$ cat config.mk
export PLATFORM = sky130hd
export DESIGN_NAME = bucket_pool_allocator
export DESIGN_NICKNAME = d
export VERILOG_FILES = /design/src/rtl/bpa_pkg.sv /design/src/rtl/bpa_ram.sv /design/src/rtl/bpa_ctrl.sv /design/src/rtl/bpa_datapath.sv /design/src/rtl/bucket_pool_allocator.sv
export VERILOG_INCLUDE_DIRS = /design/src /design/src/rtl
export SDC_FILE = /design/constraint.sdc
export NUM_CORES = 2
export LEC_CHECK = 0
export ABC_CLOCK_PERIOD_IN_PS = 7570
export BUFFER_PORTS_ARGS = -buffer_cell sky130_fd_sc_hd__buf_2
export CORE_MARGIN = 2
export CORE_UTILIZATION = 30
export CTS_CLUSTER_DIAMETER = 120
export DETAILED_ROUTE_END_ITERATION = 6
export GPL_ROUTABILITY_DRIVEN = 0
export GPL_TIMING_DRIVEN = 0
export HOLD_SLACK_MARGIN = 0.08
export PLACE_DENSITY_LB_ADDON = 0.25
export SYNTH_ARGS = -nofsm -noshare
export SYNTH_HDL_FRONTEND = slang
export SYNTH_SLANG_ARGS = --single-unit
$ cat constraint.sdc
create_clock -name clk -period 7.57 [get_ports clk]
set_input_delay 0.3785 -clock clk [delete_from_list [all_inputs] [get_ports clk]]
set_output_delay 0.3785 -clock clk [all_outputs]
set_load 0.05 [all_outputs]
$ cat src/rtl/bucket_pool_allocator_assert.svh
// ----------------------------------------------------------------------------
// Bucket pool allocator assertion macros
// Shared concurrent assertion forms, clocked on clk, disabled in reset.
// ----------------------------------------------------------------------------
`ifndef BUCKET_POOL_ALLOCATOR_ASSERT_SVH
`define BUCKET_POOL_ALLOCATOR_ASSERT_SVH

// same-cycle implication
`define BPA_ASSERT_IMPL(label, ante, cons) \
  label: assert property (@(posedge clk) disable iff (!rst_n) (ante) |-> (cons)) \
    else $error("assertion failed");

// next-cycle implication
`define BPA_ASSERT_NEXT(label, ante, cons) \
  label: assert property (@(posedge clk) disable iff (!rst_n) (ante) |=> (cons)) \
    else $error("assertion failed");

`endif

$ cat src/rtl/bpa_pkg.sv
// ----------------------------------------------------------------------------
// bpa_pkg
// Types, constants and tables of the bucket pool allocator.
// ----------------------------------------------------------------------------
`timescale 1ns / 1ps

package bpa_pkg;

  localparam int BUCKETS_PER_STEP = 64;
  localparam int MAX_STEPS        = 16;
  localparam int MAX_CORES        = 8;
  localparam int POOL_SIZE        = BUCKETS_PER_STEP * MAX_STEPS;

  localparam int IX_W    = 10;
  localparam int CNT_W   = 11;
  localparam int WORD_W  = 64;
  localparam int WORDS   = POOL_SIZE / WORD_W;
  localparam int WA_W    = 4;
  localparam int BIT_W   = 6;
  localparam int STEP_W  = 5;
  localparam int SLOT_W  = 3;
  localparam int CORE_W  = 8;
  localparam int ECNT_W  = 4;
  localparam int MODE_W  = 3;
  localparam int ST_W    = 2;
  localparam int CFG_IDX_W = 1;
  localparam int CFG_W   = 4;

  localparam logic [ST_W-1:0] ST_OK         = 2'd0;
  localparam logic [ST_W-1:0] ST_EXHAUSTED  = 2'd1;
  localparam logic [ST_W-1:0] ST_DOUBLE_FREE = 2'd2;
  localparam logic [ST_W-1:0] ST_NO_SLOT    = 2'd3;

  localparam logic [MODE_W-1:0] MODE_GROW   = 3'd0;
  localparam logic [MODE_W-1:0] MODE_RAND   = 3'd1;
  localparam logic [MODE_W-1:0] MODE_NF     = 3'd2;
  localparam logic [MODE_W-1:0] MODE_PC_RND = 3'd3;
  localparam logic [MODE_W-1:0] MODE_PC_NF  = 3'd4;

  localparam logic [CFG_IDX_W-1:0] CFG_ALLOC_MODE = 1'd0;
  localparam logic [CFG_IDX_W-1:0] CFG_CORE_COUNT = 1'd1;

  typedef struct packed {
    logic              func;
    logic [IX_W-1:0]   release_index;
    logic [CORE_W-1:0] core_number;
    logic [IX_W-1:0]   random_start;
  } in_word_t;

  typedef struct packed {
    logic [IX_W-1:0] bucket_index;
    logic [ST_W-1:0] status;
  } out_word_t;

  typedef enum logic [3:0] {
    S_CLEAR, S_IDLE, S_PREP, S_MOD, S_PINIT, S_RD, S_EV, S_COMMIT,
    S_RRD, S_REV, S_RWR, S_DONE
  } state_t;

  typedef struct packed {
    logic            in_ready;
    logic            clr;
    logic            load;
    logic            prep;
    logic            mod;
    logic            pinit;
    logic            eval;
    logic            nextw;
    logic            passb;
    logic            grow;
    logic            commit;
    logic            rel_wr;
    logic            set_st;
    logic [ST_W-1:0] st_code;
    logic            out_load;
  } cmd_t;

  typedef struct packed {
    logic clr_done;
    logic is_rel;
    logic no_slot;
    logic mod_done;
    logic hit;
    logic last_word;
    logic pass_b_ok;
    logic can_grow;
    logic rel_set;
    logic out_busy;
  } sts_t;

  function automatic logic [CNT_W-1:0] per_size(input logic [ECNT_W-1:0] ec);
    logic [CNT_W-1:0] p;
    unique case (ec)
      4'd2:    p = CNT_W'(POOL_SIZE / 2);
      4'd3:    p = CNT_W'(POOL_SIZE / 3);
      4'd4:    p = CNT_W'(POOL_SIZE / 4);
      4'd5:    p = CNT_W'(POOL_SIZE / 5);
      4'd6:    p = CNT_W'(POOL_SIZE / 6);
      4'd7:    p = CNT_W'(POOL_SIZE / 7);
      4'd8:    p = CNT_W'(POOL_SIZE / 8);
      default: p = CNT_W'(POOL_SIZE);
    endcase
    return p;
  endfunction

endpackage

$ cat src/rtl/bpa_ram.sv
// ----------------------------------------------------------------------------
// bpa_ram
// Generic single-write, single-read RAM with registered read data.
// ----------------------------------------------------------------------------
`timescale 1ns / 1ps

module bpa_ram #(
  parameter int WIDTH = 64,
  parameter int DEPTH = 16
) (
  input  logic                     clk,
  input  logic                     we,
  input  logic [$clog2(DEPTH)-1:0] waddr,
  input  logic [WIDTH-1:0]         wdata,
  input  logic [$clog2(DEPTH)-1:0] raddr,
  output logic [WIDTH-1:0]         rdata
);

  logic [WIDTH-1:0] mem [DEPTH];

  always_ff @(posedge clk) begin
    if (we) begin
      mem[waddr] <= wdata;
    end
    rdata <= mem[raddr];
  end

endmodule

$ cat src/rtl/bpa_ctrl.sv
// ----------------------------------------------------------------------------
// bpa_ctrl
// Sequencer for clear, release, modulo reduction and bitmap word scan.
// ----------------------------------------------------------------------------
`timescale 1ns / 1ps

module bpa_ctrl import bpa_pkg::*; (
  input  logic   clk,
  input  logic   rst_n,
  input  logic   in_valid,
  input  sts_t   sts,
  output cmd_t   cmd
);

  state_t state_r, state_nxt;

  always_ff @(posedge clk) begin
    if (!rst_n) begin
      state_r <= S_CLEAR;
    end else begin
      state_r <= state_nxt;
    end
  end

  always_comb begin
    state_nxt = state_r;
    unique case (state_r)
      S_CLEAR:  if (sts.clr_done) state_nxt = S_IDLE;
      S_IDLE:   if (in_valid) state_nxt = S_PREP;
      S_PREP: begin
        priority if (sts.is_rel) state_nxt = S_RRD;
        else if (sts.no_slot)    state_nxt = S_DONE;
        else                     state_nxt = S_MOD;
      end
      S_MOD:    if (sts.mod_done) state_nxt = S_PINIT;
      S_PINIT:  state_nxt = S_RD;
      S_RD:     state_nxt = S_EV;
      S_EV: begin
        priority if (sts.hit)   state_nxt = S_COMMIT;
        else if (!sts.last_word) state_nxt = S_RD;
        else if (sts.pass_b_ok)  state_nxt = S_RD;
        else if (sts.can_grow)   state_nxt = S_MOD;
        else                     state_nxt = S_DONE;
      end
      S_COMMIT: state_nxt = S_DONE;
      S_RRD:    state_nxt = S_REV;
      S_REV:    state_nxt = sts.rel_set ? S_RWR : S_DONE;
      S_RWR:    state_nxt = S_DONE;
      S_DONE:   if (!sts.out_busy) state_nxt = S_IDLE;
      default:  state_nxt = S_CLEAR;
    endcase
  end

  always_comb begin
    cmd = '0;
    unique case (state_r)
      S_CLEAR:  cmd.clr = 1'b1;
      S_IDLE: begin
        cmd.in_ready = 1'b1;
        cmd.load     = in_valid;
      end
      S_PREP: begin
        priority if (sts.is_rel) begin
        end else if (sts.no_slot) begin
          cmd.set_st  = 1'b1;
          cmd.st_code = ST_NO_SLOT;
        end else begin
          cmd.prep = 1'b1;
        end
      end
      S_MOD:    cmd.mod = !sts.mod_done;
      S_PINIT:  cmd.pinit = 1'b1;
      S_RD: begin
      end
      S_EV: begin
        cmd.eval = 1'b1;
        priority if (sts.hit) begin
        end else if (!sts.last_word) begin
          cmd.nextw = 1'b1;
        end else if (sts.pass_b_ok) begin
          cmd.passb = 1'b1;
        end else if (sts.can_grow) begin
          cmd.grow = 1'b1;
        end else begin
          cmd.set_st  = 1'b1;
          cmd.st_code = ST_EXHAUSTED;
        end
      end
      S_COMMIT: cmd.commit = 1'b1;
      S_RRD: begin
      end
      S_REV: begin
        cmd.eval = 1'b1;
        if (!sts.rel_set) begin
          cmd.set_st  = 1'b1;
          cmd.st_code = ST_DOUBLE_FREE;
        end
      end
      S_RWR:    cmd.rel_wr = 1'b1;
      S_DONE:   cmd.out_load = !sts.out_busy;
      default: begin
      end
    endcase
  end

endmodule

$ cat src/rtl/bpa_datapath.sv
// ----------------------------------------------------------------------------
// bpa_datapath
// Allocator state, bitmap RAM, modulo unit, word mask and bit search.
// ----------------------------------------------------------------------------
`timescale 1ns / 1ps

`include "bucket_pool_allocator_assert.svh"

module bpa_datapath import bpa_pkg::*; (
  input  logic                 clk,
  input  logic                 rst_n,
  input  logic                 cfg_we,
  input  logic [CFG_IDX_W-1:0] cfg_index,
  input  logic [CFG_W-1:0]     cfg_wdata,
  input  in_word_t             in_data,
  input  logic                 out_ready,
  output logic                 out_valid,
  output out_word_t            out_data,
  input  cmd_t                 cmd,
  output sts_t                 sts
);

  logic [MODE_W-1:0] mode_r;
  logic [ECNT_W-1:0] ccount_r;
  logic [CNT_W-1:0]  used_r;
  logic [STEP_W-1:0] act_r;
  logic [IX_W-1:0]   gni_r;
  logic [IX_W-1:0]   cnext_r [MAX_CORES];
  logic              slot_v_r [MAX_CORES];
  logic [CORE_W-1:0] slot_n_r [MAX_CORES];
  in_word_t          in_r;
  logic [SLOT_W-1:0] slot_r;
  logic              noslot_r;
  logic [MODE_W-1:0] emode_r;
  logic [CNT_W-1:0]  len_r;
  logic [IX_W-1:0]   base_r;
  logic [CNT_W-1:0]  modv_r;
  logic [CNT_W-1:0]  lo_r;
  logic [CNT_W-1:0]  hi_r;
  logic [WA_W-1:0]   w_r;
  logic              passb_r;
  logic [WORD_W-1:0] word_r;
  logic [IX_W-1:0]   found_r;
  logic [IX_W-1:0]   res_ix_r;
  logic [ST_W-1:0]   res_st_r;
  out_word_t         out_r;
  logic              out_valid_r;
  logic [WA_W-1:0]   clr_r;

  logic [ECNT_W-1:0] ec;
  logic [CNT_W-1:0]  per;
  logic [MODE_W-1:0] emode;
  logic              pc_mode;
  logic              s_hit;
  logic [SLOT_W-1:0] s_idx;
  logic [CNT_W-1:0]  region;

  logic [WORD_W-1:0] rdata;
  logic              ram_we;
  logic [WA_W-1:0]   ram_waddr;
  logic [WORD_W-1:0] ram_wdata;
  logic [WA_W-1:0]   ram_raddr;

  logic [STEP_W-1:0] lo_w, hi_w, last_w, w5;
  logic [CNT_W-1:0]  hm1;
  logic [WORD_W-1:0] lomask, himask, cand;
  logic [BIT_W-1:0]  pos;
  logic              hit;

  assign ec = (ccount_r == '0) ? ECNT_W'(1) :
              (ccount_r > ECNT_W'(MAX_CORES)) ? ECNT_W'(MAX_CORES) : ccount_r;
  assign per = per_size(ec);
  assign emode = (mode_r > MODE_PC_NF) ? MODE_GROW : mode_r;
  assign pc_mode = (emode == MODE_PC_RND) || (emode == MODE_PC_NF);
  assign region = CNT_W'({act_r, {BIT_W{1'b0}}});

  always_comb begin
    s_hit = 1'b0;
    s_idx = '0;
    for (int i = MAX_CORES - 1; i >= 0; i--) begin
      if ((ECNT_W'(i) < ec) && (!slot_v_r[i] || slot_n_r[i] == in_data.core_number)) begin
        s_hit = 1'b1;
        s_idx = SLOT_W'(i);
      end
    end
  end

  assign w5     = {1'b0, w_r};
  assign lo_w   = lo_r[CNT_W-1:BIT_W];
  assign hi_w   = hi_r[CNT_W-1:BIT_W];
  assign hm1    = hi_r - CNT_W'(1);
  assign last_w = hm1[CNT_W-1:BIT_W];
  assign lomask = (lo_w < w5) ? '1 :
                  (lo_w == w5) ? ({WORD_W{1'b1}} << lo_r[BIT_W-1:0]) : '0;
  assign himask = (w5 < hi_w) ? '1 :
                  (w5 == hi_w) ? ((WORD_W'(1) << hi_r[BIT_W-1:0]) - WORD_W'(1)) : '0;
  assign cand   = ~rdata & lomask & himask;
  assign hit    = |cand;

  always_comb begin
    pos = '0;
    for (int i = WORD_W - 1; i >= 0; i--) begin
      if (cand[i]) pos = BIT_W'(i);
    end
  end

  always_comb begin
    ram_we    = 1'b0;
    ram_waddr = clr_r;
    ram_wdata = '0;
    priority if (cmd.clr) begin
      ram_we = 1'b1;
    end else if (cmd.commit) begin
      ram_we    = 1'b1;
      ram_waddr = found_r[IX_W-1:BIT_W];
      ram_wdata = word_r | (WORD_W'(1) << found_r[BIT_W-1:0]);
    end else if (cmd.rel_wr) begin
      ram_we    = 1'b1;
      ram_waddr = in_r.release_index[IX_W-1:BIT_W];
      ram_wdata = word_r & ~(WORD_W'(1) << in_r.release_index[BIT_W-1:0]);
    end
  end

  assign ram_raddr = in_r.func ? in_r.release_index[IX_W-1:BIT_W] : w_r;

  bpa_ram #(.WIDTH(WORD_W), .DEPTH(WORDS)) u_map (
    .clk   (clk),
    .we    (ram_we),
    .waddr (ram_waddr),
    .wdata (ram_wdata),
    .raddr (ram_raddr),
    .rdata (rdata)
  );

  always_ff @(posedge clk) begin
    if (!rst_n) begin
      mode_r      <= MODE_GROW;
      ccount_r    <= ECNT_W'(1);
      used_r      <= '0;
      act_r       <= STEP_W'(1);
      gni_r       <= '0;
      out_valid_r <= 1'b0;
      clr_r       <= '0;
      for (int i = 0; i < MAX_CORES; i++) begin
        cnext_r[i]  <= '0;
        slot_v_r[i] <= 1'b0;
        slot_n_r[i] <= '0;
      end
    end else begin
      if (cfg_we) begin
        unique case (cfg_index)
          CFG_ALLOC_MODE: mode_r   <= cfg_wdata[MODE_W-1:0];
          CFG_CORE_COUNT: ccount_r <= cfg_wdata;
          default: begin
          end
        endcase
      end
      if (cmd.clr) clr_r <= clr_r + WA_W'(1);
      if (cmd.load) begin
        if (!in_data.func && pc_mode && s_hit && !slot_v_r[s_idx]) begin
          slot_v_r[s_idx] <= 1'b1;
          slot_n_r[s_idx] <= in_data.core_number;
        end
        if (!in_data.func && emode == MODE_GROW && used_r == region &&
            act_r < STEP_W'(MAX_STEPS)) begin
          act_r <= act_r + STEP_W'(1);
        end
      end
      if (cmd.grow) act_r <= act_r + STEP_W'(1);
      if (cmd.pinit && emode_r == MODE_PC_NF) cnext_r[slot_r] <= modv_r[IX_W-1:0];
      if (cmd.commit) begin
        used_r <= used_r + CNT_W'(1);
        if (emode_r == MODE_GROW || emode_r == MODE_NF) gni_r <= found_r;
        if (emode_r == MODE_PC_NF) cnext_r[slot_r] <= found_r - base_r;
      end
      if (cmd.rel_wr) used_r <= used_r - CNT_W'(1);
      if (cmd.out_load) begin
        out_valid_r <= 1'b1;
      end else if (out_ready) begin
        out_valid_r <= 1'b0;
      end
    end
  end

  always_ff @(posedge clk) begin
    if (cmd.load) begin
      in_r     <= in_data;
      slot_r   <= s_idx;
      noslot_r <= !in_data.func && pc_mode && !s_hit;
      emode_r  <= emode;
      res_ix_r <= '0;
      res_st_r <= ST_OK;
    end
    if (cmd.prep) begin
      unique case (emode_r)
        MODE_RAND: begin
          len_r  <= CNT_W'(POOL_SIZE);
          base_r <= '0;
          modv_r <= CNT_W'(in_r.random_start);
        end
        MODE_NF: begin
          len_r  <= CNT_W'(POOL_SIZE);
          base_r <= '0;
          modv_r <= CNT_W'(gni_r);
        end
        MODE_PC_RND: begin
          len_r  <= per;
          base_r <= IX_W'(per * CNT_W'(slot_r));
          modv_r <= CNT_W'(in_r.random_start);
        end
        MODE_PC_NF: begin
          len_r  <= per;
          base_r <= IX_W'(per * CNT_W'(slot_r));
          modv_r <= CNT_W'(cnext_r[slot_r]);
        end
        default: begin
          len_r  <= region;
          base_r <= '0;
          modv_r <= CNT_W'(gni_r);
        end
      endcase
    end
    if (cmd.mod) modv_r <= modv_r - len_r;
    if (cmd.grow) begin
      len_r  <= CNT_W'({act_r + STEP_W'(1), {BIT_W{1'b0}}});
      modv_r <= CNT_W'(gni_r);
    end
    if (cmd.pinit) begin
      lo_r    <= CNT_W'(base_r) + modv_r;
      hi_r    <= CNT_W'(base_r) + len_r;
      w_r     <= WA_W'(CNT_W'(CNT_W'(base_r) + modv_r) >> BIT_W);
      passb_r <= 1'b0;
    end
    if (cmd.nextw) w_r <= w_r + WA_W'(1);
    if (cmd.passb) begin
      lo_r    <= CNT_W'(base_r);
      hi_r    <= CNT_W'(base_r) + modv_r;
      w_r     <= base_r[IX_W-1:BIT_W];
      passb_r <= 1'b1;
    end
    if (cmd.eval) begin
      word_r  <= rdata;
      found_r <= {w_r, pos};
    end
    if (cmd.commit) begin
      res_ix_r <= found_r;
      res_st_r <= ST_OK;
    end
    if (cmd.rel_wr) res_st_r <= ST_OK;
    if (cmd.set_st) res_st_r <= cmd.st_code;
    if (cmd.out_load) begin
      out_r.bucket_index <= res_ix_r;
      out_r.status       <= res_st_r;
    end
  end

  assign out_valid = out_valid_r;
  assign out_data  = out_r;

  always_comb begin
    sts.clr_done  = (clr_r == WA_W'(WORDS - 1));
    sts.is_rel    = in_r.func;
    sts.no_slot   = noslot_r;
    sts.mod_done  = (modv_r < len_r);
    sts.hit       = hit;
    sts.last_word = (last_w == w5);
    sts.pass_b_ok = !passb_r && (modv_r != '0);
    sts.can_grow  = (emode_r == MODE_GROW) && (act_r < STEP_W'(MAX_STEPS));
    sts.rel_set   = rdata[in_r.release_index[BIT_W-1:0]];
    sts.out_busy  = out_valid_r && !out_ready;
  end

  `BPA_ASSERT_IMPL(a_used_range, 1'b1, used_r <= CNT_W'(POOL_SIZE))
  `BPA_ASSERT_IMPL(a_act_range, 1'b1, act_r >= STEP_W'(1) && act_r <= STEP_W'(MAX_STEPS))
  `BPA_ASSERT_IMPL(a_commit_free, cmd.commit, !word_r[found_r[BIT_W-1:0]])

endmodule

$ cat src/rtl/bucket_pool_allocator.sv
// Release: the bitmap word is read, checked and rewritten unless already free.
// Allocate: modulo subtraction of the start point, then a scan of each 64-bit
// bitmap word on the single RAM read port, wrapping once; a miss in growing mode
// grows the region if it can, else exhausted; no free core slot gives no-slot.
// One item at a time; the next is taken the cycle after a result is loaded.
// Reset: synchronous; a clear pass zeroes the bitmap RAM before any item.
// ----------------------------------------------------------------------------
// bucket_pool_allocator
// Bitmap bucket allocator with growing, random, next-fit and per-core modes.
// ----------------------------------------------------------------------------
`timescale 1ns / 1ps

module bucket_pool_allocator import bpa_pkg::*; (
  input  logic                 clk,
  input  logic                 rst_n,
  input  logic                 cfg_we,
  input  logic [CFG_IDX_W-1:0] cfg_index,
  input  logic [CFG_W-1:0]     cfg_wdata,
  input  logic                 in_valid,
  output logic                 in_ready,
  input  in_word_t             in_data,
  output logic                 out_valid,
  input  logic                 out_ready,
  output out_word_t            out_data
);

  cmd_t cmd;
  sts_t sts;

  bpa_ctrl u_ctrl (
    .clk      (clk),
    .rst_n    (rst_n),
    .in_valid (in_valid),
    .sts      (sts),
    .cmd      (cmd)
  );

  bpa_datapath u_dp (
    .clk       (clk),
    .rst_n     (rst_n),
    .cfg_we    (cfg_we),
    .cfg_index (cfg_index),
    .cfg_wdata (cfg_wdata),
    .in_data   (in_data),
    .out_ready (out_ready),
    .out_valid (out_valid),
    .out_data  (out_data),
    .cmd       (cmd),
    .sts       (sts)
  );

  assign in_ready = cmd.in_ready;

endmodule

==> results_dict.tcl <==
set metrics [dict create \
    status "finished, final reports clean" \
    die_area_um2 221000 \
    totalPowerFinal_mw 20.9 \
    root_buffer "clkbuf_16" \
    synth_common_cells "1,344 x edfxtp_1, 365 x nand2_1, 297 x mux4_2" \
    detail_route.wl_per_cell_um 26.1 \
    yosysWarnings 0 \
    min-delay-start "rst_n" \
    synth_cell_types 106 \
    ant_nets 0 \
    synth_top_area_share_pct 62.0 \
    fp-row-count 171 \
    fin_skew_ns 0.0553 \
    crit_type "reg -> reg" \
    pin_count 53 \
    final_max_slew_viol_count 0 \
    grt_pass1_wl_um 289000 \
    syn_nets 4515 \
    clk_latency_ns 0.83 \
    antenna_found_initial 5 \
    grt_pass1_vias 40643 \
    hp-class "in -> reg" \
    intPower_mw 15.1 \
    max_freq_ghz 0.157 \
    clkPwrFrac_pct 35.6 \
    syn_avg_cell_area_um2 14.8 \
    synth_edf_count 1344 \
    start_util_pct 30.1 \
    numCtsBuffers 154 \
    grt.total_usage_pct 17.8 \
    yosys_most_used_dff "edfxtp_1" \
    combPwrFrac_pct 16.3 \
    final_util_pct 35.0 \
    async_flop_share_pct 0 \
    tightest_slew_ns 1.40 \
    drt-pass1-iter-count 6 \
    hpwlAfterDp_um 141000 \
    path_max_fanout 10 \
    min_period_ns 6.37 \
    r2r_start "u_dp.hi_r[3]$_DFFE_PP_" \
    switching_share_pct 28.1 \
    synthCells 4394 \
    path_clk_slew_ns 0.06 \
    grt_max_degree 66 \
    hold-path-cell-count 4 \
    wl_um 201000 \
    yosysSeqAreaShare_pct 65.8 \
    fin_nets 4818 \
    post-route-drc-count 0 \
    vias_per_cell 5.37 \
    synthToLayoutAreaGrowth_pct 16.5 \
    clk_path_buf_depth 3 \
    cp-start-kind "register" \
    gr-usage-met3_pct 2.89 \
    met1_usage_pct 25.2 \
    arrival_ns 6.91 \
    cts_tree "yes" \
    rsz0062_at_grt "false" \
    finalInstanceArea_um2 75900 \
    ys_seq_elements 1470 \
    finalCritPeriodShare_pct 84.2 \
    fp.coreArea_um2 217000 \
    n_fill_cell 20829 \
    grt-busiest-layer "met2" \
    postPlaceCellArea_um2 70500 \
    dr.first_iter.drc_count 4657 \
    end_kind "register" \
    cp-startpoint "u_dp.hi_r[3]$_DFFE_PP_" \
    p_sw_mw 5.88 \
    grt_use_met2_pct 27.5 \
    setup_tns_ns 0 \
    power.leakage_nw 23.7 \
    power_frac_seq_pct 48.0 \
    h-tree-depth 4 \
    setup_viol 0 \
    yosys-top-cells-area "edfxtp_1 62%, mux4_2 10%, dfxtp_1 3.9%" \
    die_w_um 470 \
    overflow 0 \
    power_density_nw_per_um2 276 \
    drive_gt1_share_pct 16.7 \
    post_cts_buffers 0 \
    worstPathRequired_ns 8.11 \
    synth_top_area_cell "edfxtp_1" \
    synth.most_common_cell "edfxtp_1" \
    portBuffers 44 \
    hold_viol_final 0 \
    max_slew_margin_pct 4.30 \
    cap_violations 0 \
    via_count 41242 \
    die_y_um 470 \
    ir_drop_mv 0.205 \
    netlist_area_um2 65100 \
    cts-resized-gates 0 \
    worstRegToRegCells 19 \
    cts_sinks 1470 \
]
## sequential cells by signal, indices dropped and copies added, names as in the netlist, 11 cells and up, named ones only
name,cells
u_dp.len_r,11
u_dp.lo_r,11
u_dp.word_r,64
u_dp.hi_r,11
u_dp.u_map.rdata,64
u_dp.cnext_r,80
u_dp.out_data,12
u_dp.u_map.mem,1024
u_dp.slot_n_r,64
u_dp.modv_r,11
u_dp.in_r,20
u_dp.used_r,11
## critical path, cell delays in order, from the launching register on
cell and delay [ns]:
edfxtp_1 0.35, buf_2 0.18, buf_6 0.16, buf_2 0.19, nor4_1 0.77, nand2_1 0.21, ha_1 0.25, clkbuf_1 0.20
buf_2 0.25, buf_2 0.21, buf_2 0.21, a21oi_1 0.40, nor4_1 0.15, a221oi_1 0.32, nand4_1 0.48, nor4_4 0.59
nand3_2 0.24, nor2_4 0.36, buf_6 0.21, mux2_1 0.37
## through the flow
step | cells | hold WS, ns | setup WS, ns
6_report | 7679 | 0.158 | 1.20
3_5_place_dp | 7359 | 0.406 | 1.38
3_3_place_gp | 7292 | 0.404 | -2.69
2_1_floorplan | 4394 | 0.400 | 1.71
4_1_cts | 7676 | 0.0890 | 1.36
5_1_grt | 7677 | 0.146 | 1.01
## worst paths after layout
| kind | end | slack [ns] |
|---|---|---|
| setup / recovery | u_dp.hi_r[9]$_DFFE_PP_ | 1.20 |
| hold reg to reg | u_dp.out_data[7]$_DFFE_PP_ | 0.42 |
| setup reg to reg | u_dp.hi_r[9]$_DFFE_PP_ | 1.20 |
| hold / removal | u_ctrl.state_r[2]$_SDFFE_PN0P_ | 0.16 |
## power groups by stage
stage / clock network (mW) / logic (mW) / registers, mW
floorplan: 0 / 2.12 / 10.0
global placement: 0 / 3.15 / 10.3
detailed placement: 0 / 3.40 / 10.2
CTS: 7.62 / 3.42 / 10.0
global route: 7.93 / 3.66 / 10.1
finish: 7.46 / 3.42 / 10.1
## routing by layer
| layer | vias up | wire length (um) |
|---|---|---|
| li1 | 17766 | - |
| met1 | 21339 | 89300 |
| met3 | 387 | 13600 |
| met5 | - | 0 |
| met4 | 0 | 7670 |
| met2 | 1750 | 90000 |
## what timing repair did
action                                  in CTS  in global routing
endpoints found under the setup margin       0                  0
endpoints found under the hold margin       30                  0
hold buffers                                35                  0
## cell type report
cell class | instances | area (um2) | share of cell area (%)
Multi-Input combinational cell | 2547 | 21100 | 27.8
Tap cell | 2854 | 3570 | 4.71
Clock inverter | 72 | 801 | 1.06
Antenna cell | 2 | 5.00 | 0.00660
Clock buffer | 210 | 4160 | 5.48
Buffer | 275 | 1150 | 1.52
Timing Repair Buffer | 147 | 1870 | 2.46
Sequential cell | 1470 | 42900 | 56.5
Inverter | 102 | 383 | 0.505
## cell usage in the layout, fill, tap and decap left out, types with 22 or more instances in the layout
cell type and n:
edfxtp_1 1344, nand2_1 364, mux4_2 297, nor2_1 241
clkbuf_1 222, a21oi_1 189, clkbuf_16 155, o21ai_0 149
and2_1 136, dfxtp_1 126, inv_1 99, xnor2_1 92
buf_2 84, a211oi_1 81, a31oi_1 76, ha_1 69
nand3_1 59, nor2b_1 48, buf_1 47, buf_12 46
nor3_1 45, nand2b_1 42, mux2i_1 42, dlygate4sd3_1 35
a21o_1 33, xor2_1 32, and3_1 30, nand4_1 30
clkinv_1 27, a22oi_1 26, a211oi_2 25, a221oi_1 24
or3_1 23, or2_2 22, nor4_1 22
## cell families after synthesis
group | after synthesis | synth area share [%]
AND/OR/NAND/NOR | 1172 | 9.01
XOR/XNOR | 124 | 1.67
multiplexers | 359 | 11.3
adder cells (fa/ha/maj) | 82 | 1.73
flip-flops | 1470 | 65.8
buffers and inverters | 377 | 2.35
AO/OA/AOI/OAI | 810 | 8.15
(Power assumes the default switching activity.)
